--- src/rtl/e8alu_pkg.sv ---
`timescale 1ns / 1ps
`default_nettype none

package e8alu_pkg;

    localparam int ModeWidth  = 5;
    localparam int WordWidth  = 16;
    localparam int ByteWidth  = 8;
    localparam int InTdataW   = 40;
    localparam int OutTdataW  = 24;

    typedef enum logic [ModeWidth-1:0] {
        MODE_ADD        = 5'd0,
        MODE_ADC        = 5'd1,
        MODE_SUB        = 5'd2,
        MODE_SBC        = 5'd3,
        MODE_AND        = 5'd4,
        MODE_XOR        = 5'd5,
        MODE_OR         = 5'd6,
        MODE_CP         = 5'd7,
        MODE_INC8       = 5'd8,
        MODE_DEC8       = 5'd9,
        MODE_RLCA       = 5'd10,
        MODE_RRCA       = 5'd11,
        MODE_RLA        = 5'd12,
        MODE_RRA        = 5'd13,
        MODE_DAA        = 5'd14,
        MODE_CPL        = 5'd15,
        MODE_SCF        = 5'd16,
        MODE_CCF        = 5'd17,
        MODE_ADD16      = 5'd18,
        MODE_SP_E8      = 5'd19,
        MODE_INC16      = 5'd20,
        MODE_DEC16      = 5'd21,
        MODE_LOAD_FLAGS = 5'd22
    } mode_t;

    typedef struct packed {
        logic z;
        logic n;
        logic h;
        logic c;
    } flags_t;

    typedef struct packed {
        logic [WordWidth-1:0] value;
        logic                 write_back;
        flags_t               flags;
    } alu_result_t;

    localparam logic [ByteWidth-1:0] DaaLowAdj  = 8'h06;
    localparam logic [ByteWidth-1:0] DaaHighAdj = 8'h60;
    localparam logic [ByteWidth-1:0] DaaLimit   = 8'h99;
    localparam logic [3:0]           NibbleMax  = 4'h9;

endpackage

`default_nettype wire

--- src/rtl/e8alu_core.sv ---
`timescale 1ns / 1ps
`default_nettype none

module e8alu_core (
    input  wire logic [e8alu_pkg::ModeWidth-1:0] mode,
    input  wire logic [e8alu_pkg::WordWidth-1:0] operand_a,
    input  wire logic [e8alu_pkg::WordWidth-1:0] operand_b,
    input  wire e8alu_pkg::flags_t               flags_in,
    output e8alu_pkg::alu_result_t               result
);

    import e8alu_pkg::*;

    logic [ByteWidth-1:0] a;
    logic [ByteWidth-1:0] b;
    logic                 cin;
    logic [ByteWidth:0]   add8;
    logic [4:0]           add_half;
    logic [ByteWidth:0]   sub8;
    logic [4:0]           sub_half;
    logic [ByteWidth-1:0] inc8;
    logic [ByteWidth-1:0] dec8;
    logic [ByteWidth-1:0] daa_adj;
    logic [ByteWidth-1:0] daa_val;
    logic                 daa_carry;
    logic [WordWidth:0]   add16;
    logic [12:0]          add16_half;
    logic [WordWidth-1:0] sp_sum;
    logic [4:0]           sp_half;
    logic [ByteWidth:0]   sp_carry;
    logic [WordWidth-1:0] val;
    logic                 wb;
    flags_t               f;

    assign a = operand_a[ByteWidth-1:0];
    assign b = operand_b[ByteWidth-1:0];

    always_comb begin
        cin = 1'b0;
        if ((mode == MODE_ADC) || (mode == MODE_SBC)) begin
            cin = flags_in.c;
        end
    end

    assign add8     = {1'b0, a} + {1'b0, b} + {{ByteWidth{1'b0}}, cin};
    assign add_half = {1'b0, a[3:0]} + {1'b0, b[3:0]} + {4'b0, cin};
    assign sub8     = {1'b0, a} - {1'b0, b} - {{ByteWidth{1'b0}}, cin};
    assign sub_half = {1'b0, a[3:0]} - {1'b0, b[3:0]} - {4'b0, cin};
    assign inc8     = a + 8'd1;
    assign dec8     = a - 8'd1;

    always_comb begin
        daa_adj   = '0;
        daa_carry = flags_in.c;
        if (flags_in.h || (!flags_in.n && (a[3:0] > NibbleMax))) begin
            daa_adj = DaaLowAdj;
        end
        if (flags_in.c || (!flags_in.n && (a > DaaLimit))) begin
            daa_adj   = daa_adj | DaaHighAdj;
            daa_carry = 1'b1;
        end
        daa_val = flags_in.n ? (a - daa_adj) : (a + daa_adj);
    end

    assign add16      = {1'b0, operand_a} + {1'b0, operand_b};
    assign add16_half = {1'b0, operand_a[11:0]} + {1'b0, operand_b[11:0]};
    assign sp_sum     = operand_a + {{ByteWidth{b[ByteWidth-1]}}, b};
    assign sp_half    = {1'b0, operand_a[3:0]} + {1'b0, b[3:0]};
    assign sp_carry   = {1'b0, operand_a[ByteWidth-1:0]} + {1'b0, b};

    always_comb begin
        val = '0;
        wb  = 1'b1;
        f   = flags_in;
        case (mode_t'(mode))
            MODE_ADD, MODE_ADC: begin
                val = {8'b0, add8[ByteWidth-1:0]};
                f   = '{z: (add8[ByteWidth-1:0] == '0), n: 1'b0,
                        h: add_half[4], c: add8[ByteWidth]};
            end
            MODE_SUB, MODE_SBC: begin
                val = {8'b0, sub8[ByteWidth-1:0]};
                f   = '{z: (sub8[ByteWidth-1:0] == '0), n: 1'b1,
                        h: sub_half[4], c: sub8[ByteWidth]};
            end
            MODE_CP: begin
                wb = 1'b0;
                f  = '{z: (sub8[ByteWidth-1:0] == '0), n: 1'b1,
                       h: sub_half[4], c: sub8[ByteWidth]};
            end
            MODE_AND: begin
                val = {8'b0, a & b};
                f   = '{z: ((a & b) == '0), n: 1'b0, h: 1'b1, c: 1'b0};
            end
            MODE_XOR: begin
                val = {8'b0, a ^ b};
                f   = '{z: ((a ^ b) == '0), n: 1'b0, h: 1'b0, c: 1'b0};
            end
            MODE_OR: begin
                val = {8'b0, a | b};
                f   = '{z: ((a | b) == '0), n: 1'b0, h: 1'b0, c: 1'b0};
            end
            MODE_INC8: begin
                val = {8'b0, inc8};
                f   = '{z: (inc8 == '0), n: 1'b0, h: (inc8[3:0] == 4'h0),
                        c: flags_in.c};
            end
            MODE_DEC8: begin
                val = {8'b0, dec8};
                f   = '{z: (dec8 == '0), n: 1'b1, h: (dec8[3:0] == 4'hF),
                        c: flags_in.c};
            end
            MODE_RLCA: begin
                val = {8'b0, a[6:0], a[7]};
                f   = '{z: 1'b0, n: 1'b0, h: 1'b0, c: a[7]};
            end
            MODE_RRCA: begin
                val = {8'b0, a[0], a[7:1]};
                f   = '{z: 1'b0, n: 1'b0, h: 1'b0, c: a[0]};
            end
            MODE_RLA: begin
                val = {8'b0, a[6:0], flags_in.c};
                f   = '{z: 1'b0, n: 1'b0, h: 1'b0, c: a[7]};
            end
            MODE_RRA: begin
                val = {8'b0, flags_in.c, a[7:1]};
                f   = '{z: 1'b0, n: 1'b0, h: 1'b0, c: a[0]};
            end
            MODE_DAA: begin
                val = {8'b0, daa_val};
                f   = '{z: (daa_val == '0), n: flags_in.n, h: 1'b0, c: daa_carry};
            end
            MODE_CPL: begin
                val = {8'b0, ~a};
                f   = '{z: flags_in.z, n: 1'b1, h: 1'b1, c: flags_in.c};
            end
            MODE_SCF: begin
                wb = 1'b0;
                f  = '{z: flags_in.z, n: 1'b0, h: 1'b0, c: 1'b1};
            end
            MODE_CCF: begin
                wb = 1'b0;
                f  = '{z: flags_in.z, n: 1'b0, h: 1'b0, c: !flags_in.c};
            end
            MODE_ADD16: begin
                val = add16[WordWidth-1:0];
                f   = '{z: flags_in.z, n: 1'b0, h: add16_half[12],
                        c: add16[WordWidth]};
            end
            MODE_SP_E8: begin
                val = sp_sum;
                f   = '{z: 1'b0, n: 1'b0, h: sp_half[4], c: sp_carry[ByteWidth]};
            end
            MODE_INC16: begin
                val = operand_a + 16'd1;
            end
            MODE_DEC16: begin
                val = operand_a - 16'd1;
            end
            MODE_LOAD_FLAGS: begin
                val = {operand_b[WordWidth-1:4], 4'b0};
                f   = '{z: operand_b[7], n: operand_b[6], h: operand_b[5],
                        c: operand_b[4]};
            end
            default: begin
                wb = 1'b0;
            end
        endcase
    end

    assign result = '{value: val, write_back: wb, flags: f};

endmodule

`default_nettype wire

--- src/rtl/eight_bit_alu_with_flags.sv ---
`timescale 1ns / 1ps
`default_nettype none

// Execute ALU with a stored Z, N, H and C flag register.
// The slave channel takes one operation per transaction: s_tdata carries the
// mode, operand_a and operand_b. The master channel returns one transaction
// per operation with the result value, the write-back enable and the flags.
// An accepted operation lands in an input register, passes through the
// combinational ALU logic and is held in the output register, which presents
// its result on the master side.
// Throughput is one operation per cycle while the receiver keeps up; the
// flags computed for one operation are written into the flag register as it
// moves to the output register, so the next operation already sees them.
// When the receiver stalls, the output register holds its transaction and
// the input register can still take one more operation; s_tready drops only
// when both registers are full.
// A synchronous reset on aresetn clears both valid bits and the flags.
module eight_bit_alu_with_flags (
    input  wire logic        aclk,
    input  wire logic        aresetn,
    input  wire logic        s_tvalid,
    output logic             s_tready,
    // mode [4:0], operand_a [20:5], operand_b [36:21], zero padding [39:37].
    input  wire logic [39:0] s_tdata,
    output logic             m_tvalid,
    input  wire logic        m_tready,
    // result_value [15:0], write_back [16], zero_flag [17], subtract_flag [18],
    // half_carry_flag [19], carry_flag [20], zero padding [23:21].
    output logic [23:0]      m_tdata
);

    import e8alu_pkg::*;

    logic                  in_valid_reg;
    logic                  in_valid_next;
    logic [ModeWidth-1:0]  mode_reg;
    logic [WordWidth-1:0]  operand_a_reg;
    logic [WordWidth-1:0]  operand_b_reg;
    logic                  out_valid_reg;
    logic                  out_valid_next;
    alu_result_t           out_reg;
    flags_t                flags_reg;
    alu_result_t           alu_result;
    logic                  advance;
    logic                  in_accept;

    assign advance   = in_valid_reg && (!out_valid_reg || m_tready);
    assign s_tready  = !in_valid_reg || advance;
    assign in_accept = s_tvalid && s_tready;

    always_comb begin
        in_valid_next = in_valid_reg;
        if (in_accept) begin
            in_valid_next = 1'b1;
        end else if (advance) begin
            in_valid_next = 1'b0;
        end
        out_valid_next = out_valid_reg;
        if (advance) begin
            out_valid_next = 1'b1;
        end else if (m_tready) begin
            out_valid_next = 1'b0;
        end
    end

    e8alu_core u_core (
        .mode      (mode_reg),
        .operand_a (operand_a_reg),
        .operand_b (operand_b_reg),
        .flags_in  (flags_reg),
        .result    (alu_result)
    );

    always_ff @(posedge aclk) begin
        if (!aresetn) begin
            in_valid_reg  <= 1'b0;
            out_valid_reg <= 1'b0;
            flags_reg     <= '0;
        end else begin
            in_valid_reg  <= in_valid_next;
            out_valid_reg <= out_valid_next;
            if (advance) begin
                flags_reg <= alu_result.flags;
            end
        end
    end

    always_ff @(posedge aclk) begin
        if (in_accept) begin
            mode_reg      <= s_tdata[4:0];
            operand_a_reg <= s_tdata[20:5];
            operand_b_reg <= s_tdata[36:21];
        end
        if (advance) begin
            out_reg <= alu_result;
        end
    end

    assign m_tvalid = out_valid_reg;
    assign m_tdata  = {3'b0, out_reg.flags.c, out_reg.flags.h, out_reg.flags.n,
                       out_reg.flags.z, out_reg.write_back, out_reg.value};

endmodule

`default_nettype wire

--- config.mk ---
export PLATFORM = sky130hd
export DESIGN_NAME = eight_bit_alu_with_flags
export DESIGN_NICKNAME = d
export VERILOG_FILES = /design/src/rtl/e8alu_pkg.sv /design/src/rtl/e8alu_core.sv /design/src/rtl/eight_bit_alu_with_flags.sv
export SDC_FILE = /design/constraint.sdc
export NUM_CORES = 1
export LEC_CHECK = 0
export BUFFER_PORTS_ARGS = -buffer_cell sky130_fd_sc_hd__buf_4
export CAP_MARGIN = 30
export CORE_UTILIZATION = 50
export CTS_BUF_LIST = sky130_fd_sc_hd__clkbuf_4 sky130_fd_sc_hd__clkbuf_8
export DETAILED_ROUTE_END_ITERATION = 10
export HOLD_SLACK_MARGIN = 0.08
export PLACE_DENSITY = 0.77
export SYNTH_ARGS = -nofsm -noshare
export SYNTH_HDL_FRONTEND = slang
export SYNTH_SLANG_ARGS = --single-unit
--- constraint.sdc ---
create_clock -name aclk -period 5 [get_ports aclk]
set_input_delay 0.25 -clock aclk [delete_from_list [all_inputs] [get_ports aclk]]
set_output_delay 0.25 -clock aclk [all_outputs]
set_load 0.01 [all_outputs]
==> flow_summary.ini, run 1 <==
[run_status]
status = finished clean

[final_layout]
utilization = 0.625
finalNetCount = 987
largest_reg_flops = 21
area_growth_pct = 19.8
fillCellCount = 1077
stdcell_count = 1045
layout_commonest_cell = buf_4
layout_common_cells = 85 x buf_4, 71 x ha_1, 58 x edfxtp_1, 57 x a21oi_1, 54 x nand2_1
fin_area_sq_um = 8020
drive_gt1_frac = 0.143
n_antenna_cell = 0

[sta]
tightest_slew_ps = 968
finalCritPeriodShare = 0.835
max_slew_margin = 0.352
max_freq_ghz = 0.239
setup_ws_ps = 824
rsz0062_at_grt = no
hold-worst-slack_ps = 114
clock_skew_ps = 21.2
setup_violations = 0
fin_crit_ps = 4180
setup_tns_ps = 0
slew_violations = 0
hold_violations = 0

[yosys]
synthFlopType = edfxtp_1
synth_top_area_share = 0.260
synth_edf_count = 58
yosysUniqueCellTypes = 84
netlist_area_sq_um = 6700
ys_warn_count = 0
syn_inst = 772
synthTopCellsByArea = edfxtp_1 26%, ha_1 13%, xnor2_1 4.3%
avgSynthCellArea_sq_um = 8.67
synth_area_leader_cell = edfxtp_1
ys_async_sr_fraction = 0
ys_ff_latch = 64
yosysSeqAreaShare = 0.278

[worst_setup_path]
worstReg2RegEnd = m_tdata[17]$_DFFE_PP_
crit_family = compound AO/OA/AOI/OAI gates
path_cells = or4_1 > fa_1 > inv_1 > ha_1 > o21ai_0 > a311oi_1 > a31oi_1 > xnor2_1 > nor4_1 > a2111oi_0 > nand3_1
worst-path-buf-inv = 1
crit_type = reg2reg
path_max_fanout = 13
path_depth = 11
cp.arrival_ps = 4300
reg2reg_from = mode_reg[3]$_DFFE_PP_
crit_required_ps = 5120
cp_slowest_cell = or4_1
max_stage_delay_ps = 660
start_kind = register
endpoint_kind = register
reg2reg_setup_slack_ps = 820
worst-r2r-cell-count = 11

[route]
drt_iter0_drc = 678
vias = 6757
via_per_inst = 6.47
drt_wl_total_mm = 23.7
firstDrtPassIters = 5
ant_nets = 0
drc = 0
avgRoutedWirePerCell_microns = 22.7

[worst_hold_path]
min_to = in_valid_reg$_SDFFE_PN0P_
min_path_cells = 3
min_from = s_tvalid
hold_path.class = in2reg

[floorplanning]
dieArea_sq_um = 13900
start_util = 0.522
rows = 41
die_width_microns = 118
core_sq_um = 12800
die_h_microns = 118
io_pins = 70

[clocking]
clk_latency_ps = 390
clkSinkCount = 64
clockBufferDepth = 2
numCtsBuffers = 9
cts_root_buf = clkbuf_8
cts_tree = done
clk_pin_slew_ps = 100
htreeDepth = 3

[place]
place_area_sq_um = 7410
dp_cells = 992
pre_cts_slack_ps = 928
port_buffers = 63
place.gp.congestion = 1.00
place_hpwl_mm = 18.0

[power]
power_density_nw_per_um2 = 244
p_total_mw = 1.96
irDropWorstVdd_mv = 0.200
total_leakage_power_nw = 3.23

[global_routing]
grt_pass1_wl_mm = 36.7
grt_overflow = 0
grt_usage = 0.346
grt_max_degree = 38
first_global_vias = 6559
antenna_found_initial = 0

[job]
maxCapViolations = 0
[where the power goes]
| group | internal [mW] | total (mW) | leakage, nW | switching, mW |
|---|---|---|---|---|
| registers | 0.624 | 0.648 | 0.607 | 0.0235 |
| clock network | 0.332 | 0.570 | 0.117 | 0.238 |
| logic | 0.294 | 0.739 | 2.50 | 0.444 |
| total | 1.25 | 1.96 | 3.23 | 0.706 |
[worst reg2reg max path: stages (launching register included)]
cell and delay (ps):
edfxtp_1 570, or4_1 660, fa_1 540, inv_1 80, ha_1 140, o21ai_0 160
a311oi_1 440, a31oi_1 160, xnor2_1 320, nor4_1 150, a2111oi_0 580, nand3_1 130
[routing by layer]
metal	up-vias	part of all wire	global-route usage
met5	-	0	0
li1	3115	-	-
met3	74	0.082	0.0538
met1	3187	0.43	0.461
met2	381	0.45	0.544
met4	0	0.046	0.170
[kinds of logic after synthesis]
group / Yosys count / synth area share
AO/OA/AOI/OAI: 237 / 0.248
XOR/XNOR: 55 / 0.0731
adder cells (fa/ha/maj): 75 / 0.145
buffers and inverters: 82 / 0.0506
flip-flops: 64 / 0.278
multiplexers: 7 / 0.0107
other: 1 / 0.000560
AND/OR/NAND/NOR: 251 / 0.194
[synth_stat cells, types with 3 or more instances]
cell / number
mux2i_1: 6
buf_4: 3
nor3_1: 35
o211a_1: 3
nand2_1: 54
nor2b_1: 11
nor4b_1: 3
a21oi_1: 57
nand4_1: 17
nor3b_1: 4
a41oi_1: 3
edfxtp_1: 58
a22oi_1: 7
a2111oi_0: 3
or3_1: 6
o22ai_1: 9
buf_2: 10
and2_1: 4
inv_1: 39
or4_1: 3
xnor2_1: 33
clkbuf_1: 26
o2111ai_1: 6
o21a_1: 7
ha_1: 71
a211oi_1: 10
fa_1: 4
a31oi_1: 10
a21o_1: 16
o21bai_1: 3
nand3_1: 20
and3_1: 5
nor2_1: 51
a221oi_1: 11
nand2b_1: 14
a2bb2oi_1: 5
xor2_1: 21
o221ai_1: 8
dfxtp_1: 6
a32o_1: 3
o21ai_0: 39
o211ai_1: 8
nor4_1: 8
[worst max-delay path by stage]
| stage | slack (ps) | start | to |
|---|---|---|---|
| detailed placement | 930 | mode_reg[3]$_DFFE_PP_ | m_tdata[17]$_DFFE_PP_ |
| CTS | 920 | mode_reg[3]$_DFFE_PP_ | m_tdata[17]$_DFFE_PP_ |
| global route | 710 | flags_reg[0]$_SDFFE_PN0P_ | m_tdata[17]$_DFFE_PP_ |
| global placement | 940 | flags_reg[0]$_SDFFE_PN0P_ | m_tdata[17]$_DFFE_PP_ |
| floorplan | 1000 | operand_a_reg[1]$_DFFE_PP_ | m_tdata[7]$_DFFE_PP_ |
| finish | 820 | mode_reg[3]$_DFFE_PP_ | m_tdata[17]$_DFFE_PP_ |
[area by class of cell]
cell class / count / area (sq um) / area share
multi-input combinational: 628 / 4500 / 0.562
sequential: 64 / 1860 / 0.232
timing repair buffer: 125 / 1050 / 0.130
tap: 172 / 215 / 0.0268
inverter: 40 / 150 / 0.0187
clock buffer: 9 / 124 / 0.0154
clock inverter: 7 / 119 / 0.0148
[timing repair]
| item | CTS | global route |
|---|---|---|
| hold endpoints to repair | 37 | 0 |
| hold buffers | 37 | 0 |
| setup endpoints to repair | 0 | 0 |
| resized for setup | 0 | 0 |
| buffers inserted | 0 | 0 |
(Power assumes the default switching activity.)
==> run 2, diff against run 1 <==
--- a/config.mk
+++ b/config.mk
@@ -11,7 +11,7 @@
 export CTS_BUF_LIST = sky130_fd_sc_hd__clkbuf_4 sky130_fd_sc_hd__clkbuf_8
 export DETAILED_ROUTE_END_ITERATION = 10
 export HOLD_SLACK_MARGIN = 0.08
-export PLACE_DENSITY = 0.77
+export PLACE_DENSITY = 0.8
 export SYNTH_ARGS = -nofsm -noshare
 export SYNTH_HDL_FRONTEND = slang
 export SYNTH_SLANG_ARGS = --single-unit
==> constraint.sdc (replaced) <==
create_clock -name aclk -period 3.7 [get_ports aclk]
set_input_delay 0.185 -clock aclk [delete_from_list [all_inputs] [get_ports aclk]]
set_output_delay 0.185 -clock aclk [all_outputs]
set_load 0.01 [all_outputs]
==> run 2 against run 1 <==
Against the previous run: clock power is 41% higher; die area unchanged; sequential power rose by 35%; final cell count rose by 4.4%; non-clock buffer count grew 46; clock skew about the same; sequential cell count did not move; critical path depth rose by 2; routed wire length decreased by 2.5%; combinational power rose by 47%; sequential share of layout area is 1.2 points lower; first-iteration DRC count increased by 32%; largest power group unchanged; highest routed layer unchanged.
==> flow_summary.ini, run 2 (synthesized netlist as in run 1, its figures left out) <==
[run_status]
status = finished clean

[worst_setup_path]
max_stage_delay_ps = 450
critical_path.most_common_cell = ha_1
cp_slowest_cell = edfxtp_1
critPathCapture = m_tdata[7]$_DFFE_PP_
endpoint_kind = register
reg2reg_setup_slack_ps = 60
path_max_fanout = 4
critPathLaunch = operand_a_reg[0]$_DFFE_PP_
start_kind = register
crit_required_ps = 3850
crit_family = compound AO/OA/AOI/OAI gates
crit_type = reg2reg
worst-path-buf-inv = 1
path_depth = 13
cp.arrival_ps = 3790
reg2reg_from = operand_a_reg[0]$_DFFE_PP_
worstReg2RegEnd = m_tdata[7]$_DFFE_PP_
worst-r2r-cell-count = 13
path_cells = inv_1 > ha_1 > o21bai_1 > a311o_1 > a31oi_2 > ha_1 > mux2_2 > ha_1 > a21o_1 > a21oi_1 > xnor2_1 > o2111ai_2 > a221o_1

[final_layout]
utilization = 0.660
drive_gt1_frac = 0.198
fillCellCount = 1067
multi_input_area_sq_um = 4590
fin_area_sq_um = 8460
regArea_sq_um = 1860
area_growth_pct = 26.4
n_antenna_cell = 0
largest_reg_flops = 21
layout_common_cells = 130 x buf_4, 71 x ha_1, 58 x edfxtp_1, 57 x a21oi_1, 54 x nand2_1
finalNetCount = 1033
layout_commonest_cell = buf_4

[floorplanning]
start_util = 0.522
rows = 41
die_width_microns = 118
dieArea_sq_um = 13900
io_pins = 70
core_sq_um = 12800
die_h_microns = 118

[sta]
slew_violations = 0
hold_violations = 0
setup_ws_ps = 63.2
finalCritPeriodShare = 0.983
fin_crit_ps = 3640
tightest_slew_ps = 947
clock_skew_ps = 21.4
hold-worst-slack_ps = 142
max_freq_ghz = 0.275
max_slew_margin = 0.364
setup_violations = 0

[clocking]
numCtsBuffers = 9
cts_tree = done
htreeDepth = 3
clkSinkCount = 64
cts_root_buf = clkbuf_8
clockBufferDepth = 2
clk_pin_slew_ps = 100
clk_latency_ps = 390

[worst_hold_path]
min_from = m_tready
hold_path.class = in2reg
min_path_cells = 3

[job]
maxCapViolations = 0

[place]
port_buffers = 63
place_hpwl_mm = 17.0
place.gp.congestion = 1.05
pre_cts_slack_ps = -103
place_area_sq_um = 7720

[global_routing]
grt_use_met2 = 0.511
grt_max_degree = 38
grt_pass1_wl_mm = 35.8
grt_use_met1 = 0.444
grt_overflow = 0
grt_use_met3 = 0.0586
first_global_vias = 6631
antenna_found_initial = 0
gr-max-usage-layer = met2
grt_usage = 0.334

[route]
drt_iter0_drc = 893
drt_wl_total_mm = 23.1
vias = 7017
via_per_inst = 6.43
firstDrtPassIters = 6
drc = 0
ant_nets = 0
avgRoutedWirePerCell_microns = 21.2

[power]
irDropWorstVdd_mv = 0.291
power_density_nw_per_um2 = 328
total_leakage_power_nw = 3.47
power_frac_clock = 0.290
internal_power_mw = 1.79
p_comb_frac = 0.393
p_sw_mw = 0.989
p_total_mw = 2.78
p_sw_frac = 0.356
seqPwrFrac = 0.316
## run 2: cell types whose count changed in the layout (fill, tap and decap cells not counted), sizes merged
cell,change
clkinv,-2
dlygate4sd3,+2
buf,+44
clkinvlp,+1
clkbuf,+1
## run 2: layout make-up
cell class	instances	area share
Clock buffer	10	0.0163
Clock inverter	6	0.0135
Inverter	40	0.0180
Multi-Input combinational cell	628	0.542
Sequential cell	64	0.220
Tap cell	172	0.0254
Timing Repair Buffer	171	0.165
## run 2: per-layer routing
layer | vias up | part of all wire
li1 | 3203 | -
met1 | 3263 | 0.41
met2 | 472 | 0.44
met3 | 79 | 0.10
met4 | 0 | 0.047
met5 | - | 0
## run 2: timing repair
action                                 4_1_cts  5_1_grt
pin swaps                                    0        3
hold buffers                                39        0
setup endpoints to repair                    3        7
endpoints found under the hold margin       39        0
setup buffers                                0        2
gates resized for setup                      3       14
## run 2: how the worst min path moves through the flow
stage / end
global placement: operand_b_reg[15]$_DFFE_PP_
floorplan: mode_reg[0]$_DFFE_PP_
finish: m_tvalid$_SDFFE_PN0P_
CTS: m_tvalid$_SDFFE_PN0P_
detailed placement: operand_a_reg[12]$_DFFE_PP_
global route: m_tvalid$_SDFFE_PN0P_
## run 2: power by group through the flow
stage	clock network [mW]	logic, mW	registers, mW
4_1_cts	0.793	1.03	0.876
2_1_floorplan	0	0.639	0.895
6_report	0.805	1.09	0.878
5_1_grt	0.829	1.17	0.881
3_3_place_gp	0	0.974	0.891
3_5_place_dp	0	0.992	0.892
## run 2: worst register-to-register path: cells and delay by family, from the launching register on
kind                       cells  cell delay (ps)
AOI/OAI and AO/OA              7             1600
adders and majority gates      3              760
DFF                            1              450
muxes                          1              270
xor gates and xnor gates       1              220
buffers and inverters          1              110
## run 2: through the flow
| stage | TNS [ps] | cells |
|---|---|---|
| 3_5_place_dp | -109 | 1034 |
| 4_1_cts | 0 | 1089 |
| 3_3_place_gp | -40.0 | 1033 |
| 2_1_floorplan | -46.3 | 774 |
| 5_1_grt | -30.7 | 1091 |
| 6_report | 0 | 1091 |
==> run 3, diff against run 2 <==
--- a/config.mk
+++ b/config.mk
@@ -5,6 +5,7 @@
 export SDC_FILE = /design/constraint.sdc
 export NUM_CORES = 1
 export LEC_CHECK = 0
+export ABC_AREA = 1
 export BUFFER_PORTS_ARGS = -buffer_cell sky130_fd_sc_hd__buf_4
 export CAP_MARGIN = 30
 export CORE_UTILIZATION = 50
==> run 3 against run 2 <==
Against the previous run: hold slack improved by 370 ps; critical path depth increased by 6; worst setup slack improved by 150 ps; sequential share of layout area increased by 0.40 points; non-clock buffer count decreased by 39; first-iteration DRC count decreased by 17%; combinational power decreased by 12%; sequential power increased by 1%; sequential cell count unchanged.
==> flow_summary.ini, run 3 <==
[sta]
max_freq_ghz = 0.287
setup_tns_ps = 0
tightest_slew_ps = 546
rsz0062_at_grt = no
setup_violations = 0
clock_skew_ps = 25.7
slew_violations = 0
hold_violations = 0
fin_crit_ps = 3490
max_slew_margin = 0.631
finalCritPeriodShare = 0.943

[yosys]
yosys-top-cells-count = 242 x nand2_1, 122 x inv_1, 84 x nand3_1
ys_warn_count = 0
yosysSeqAreaShare = 0.273
synth_most_common_cell = nand2_1
synth_edf_count = 58
ys_async_sr_fraction = 0
ys_ff_latch = 64
netlist_area_sq_um = 6820
synthFlopType = edfxtp_1
synth_area_leader_cell = edfxtp_1
syn_inst = 969
synthTopCellsByArea = edfxtp_1 26%, nand2_1 13%, ha_1 13%
yosysUniqueCellTypes = 54
avgSynthCellArea_sq_um = 7.04
synth_top_area_share = 0.255

[global_routing]
grt_pass1_wl_mm = 38.0
grt_overflow = 0
antenna_found_initial = 0
grt_max_degree = 38
first_global_vias = 7080
grt_usage = 0.355

[worst_setup_path]
reg2reg_setup_slack_ps = 210
endpoint_kind = register
path_depth = 19
cp_slowest_cell = edfxtp_1
crit_required_ps = 3820
path_cells = nor2_2 > nand2_1 > nor3_1 > buf_4 > inv_1 > fa_1 > fa_1 > inv_1 > nand2_1 > nand2_1 > nand2_1 > inv_1 > nor2_1 > o21ai_0 > nand3b_1 > nand3_1 > nand2_1 > nor3_1 > nand2_1
critPathCapture = m_tdata[6]$_DFFE_PP_
max_stage_delay_ps = 430
worst-path-buf-inv = 4
crit_type = reg2reg
start_kind = register
reg2reg_from = mode_reg[3]$_DFFE_PP_
path_max_fanout = 3
crit_family = simple AND/OR/NAND/NOR gates
cp.arrival_ps = 3610
critPathLaunch = mode_reg[3]$_DFFE_PP_
worstReg2RegEnd = m_tdata[6]$_DFFE_PP_
critical_path.most_common_cell = nand2_1
worst-r2r-cell-count = 19

[floorplanning]
start_util = 0.513
die_h_microns = 119
rows = 42
die_width_microns = 119
io_pins = 70
dieArea_sq_um = 14100
core_sq_um = 13300

[route]
drc = 0
drt_iter0_drc = 744
avgRoutedWirePerCell_microns = 18.7
firstDrtPassIters = 6
drt_wl_total_mm = 24.0
ant_nets = 0
vias = 7355
via_per_inst = 5.74

[clocking]
cts_tree = done
clkSinkCount = 64
cts_root_buf = clkbuf_8
htreeDepth = 3
clockBufferDepth = 2
clk_latency_ps = 390
numCtsBuffers = 9
clk_pin_slew_ps = 90

[final_layout]
layout_commonest_cell = nand2_1
finalNetCount = 1220
area_growth_pct = 21.8
layout_common_cells = 242 x nand2_1, 121 x inv_1, 91 x buf_4, 84 x nand3_1, 79 x nor2_1
fin_area_sq_um = 8310
stdcell_count = 1282
n_antenna_cell = 0
largest_reg_flops = 21
drive_gt1_frac = 0.155

[worst_hold_path]
hold_path.class = reg2reg
min_from = m_tvalid$_SDFFE_PN0P_

[place]
dp_cells = 1224
place_area_sq_um = 7640
port_buffers = 63
place.gp.congestion = 1.06
place_hpwl_mm = 19.1

[power]
total_leakage_power_nw = 4.02
power_density_nw_per_um2 = 308
irDropWorstVdd_mv = 0.281
p_total_mw = 2.56

[run_status]
status = finished clean

[job]
maxCapViolations = 0
## run 3: logic make-up (layout without fill, tap and decap cells)
logic type / after synthesis / after routing / share of synthesized area
AO/OA/AOI/OAI: 159 / 159 / 0.136
AND/OR/NAND/NOR: 495 / 495 / 0.328
other: 1 / 3 / 0.000550
buffers and inverters: 149 / 284 / 0.0878
flip-flops: 64 / 64 / 0.273
XOR/XNOR: 26 / 26 / 0.0334
adder cells (fa/ha/maj): 75 / 75 / 0.142
## run 3: cell type report
class                   instances  area, sq um
repair buffers                132         1100
clock inverters                 7         95.1
flip-flops and latches         64         1860
multi-input cells             758         4400
clock buffers                   9          124
well taps                     176          220
fillers                      1231         4980
inverters                     136          512
## run 3: through the flow
stage | setup slack (ps) | hold slack, ps | utilization
floorplan | 391 | 284 | -
finish | 211 | 514 | 0.625
CTS | 139 | 502 | 0.621
global placement | 245 | 363 | 0.575
detailed placement | 177 | 364 | 0.575
global route | 36.3 | 524 | 0.625
## run 3: power breakdown
part	switching (mW)	total [mW]	internal, mW	leakage [nW]
Sequential	0.0430	0.889	0.846	0.608
Combinational	0.596	0.960	0.364	3.30
Clock	0.333	0.714	0.380	0.110
## run 3: worst min path at each step
stage | end | slack, ps | cells after the start
6_report | m_tvalid$_SDFFE_PN0P_ | 510 | 2
4_1_cts | operand_a_reg[0]$_DFFE_PP_ | 500 | 2
2_1_floorplan | mode_reg[0]$_DFFE_PP_ | 280 | 0
3_5_place_dp | operand_b_reg[5]$_DFFE_PP_ | 360 | 1
3_3_place_gp | operand_b_reg[7]$_DFFE_PP_ | 360 | 1
5_1_grt | mode_reg[3]$_DFFE_PP_ | 520 | 2
## run 3: what timing repair did
item	in CTS	in global routing
gates resized for setup	0	8
hold buffers	40	0
buffers inserted	0	1
setup endpoints to repair	0	13
endpoints found under the hold margin	41	0
## run 3: routing by layer
metal / global-route usage / wire length (microns) / vias up / share of wire
met5: 0 / 0 / - / 0
met4: 0.149 / 927 / 0 / 0.039
met3: 0.0551 / 2030 / 60 / 0.085
met2: 0.577 / 11000 / 371 / 0.46
met1: 0.468 / 10000 / 3385 / 0.42
li1: - / - / 3539 / -
## run 3: worst reg2reg max path: stages, from the launching register on
cell and delay, ps:
edfxtp_1 430, nor2_2 180, nand2_1 110, nor3_1 150, buf_4 170, inv_1 60, fa_1 410, fa_1 400
inv_1 60, nand2_1 60, nand2_1 60, nand2_1 110, inv_1 80, nor2_1 30, o21ai_0 220, nand3b_1 140
nand3_1 180, nand2_1 110, nor3_1 210, nand2_1 70
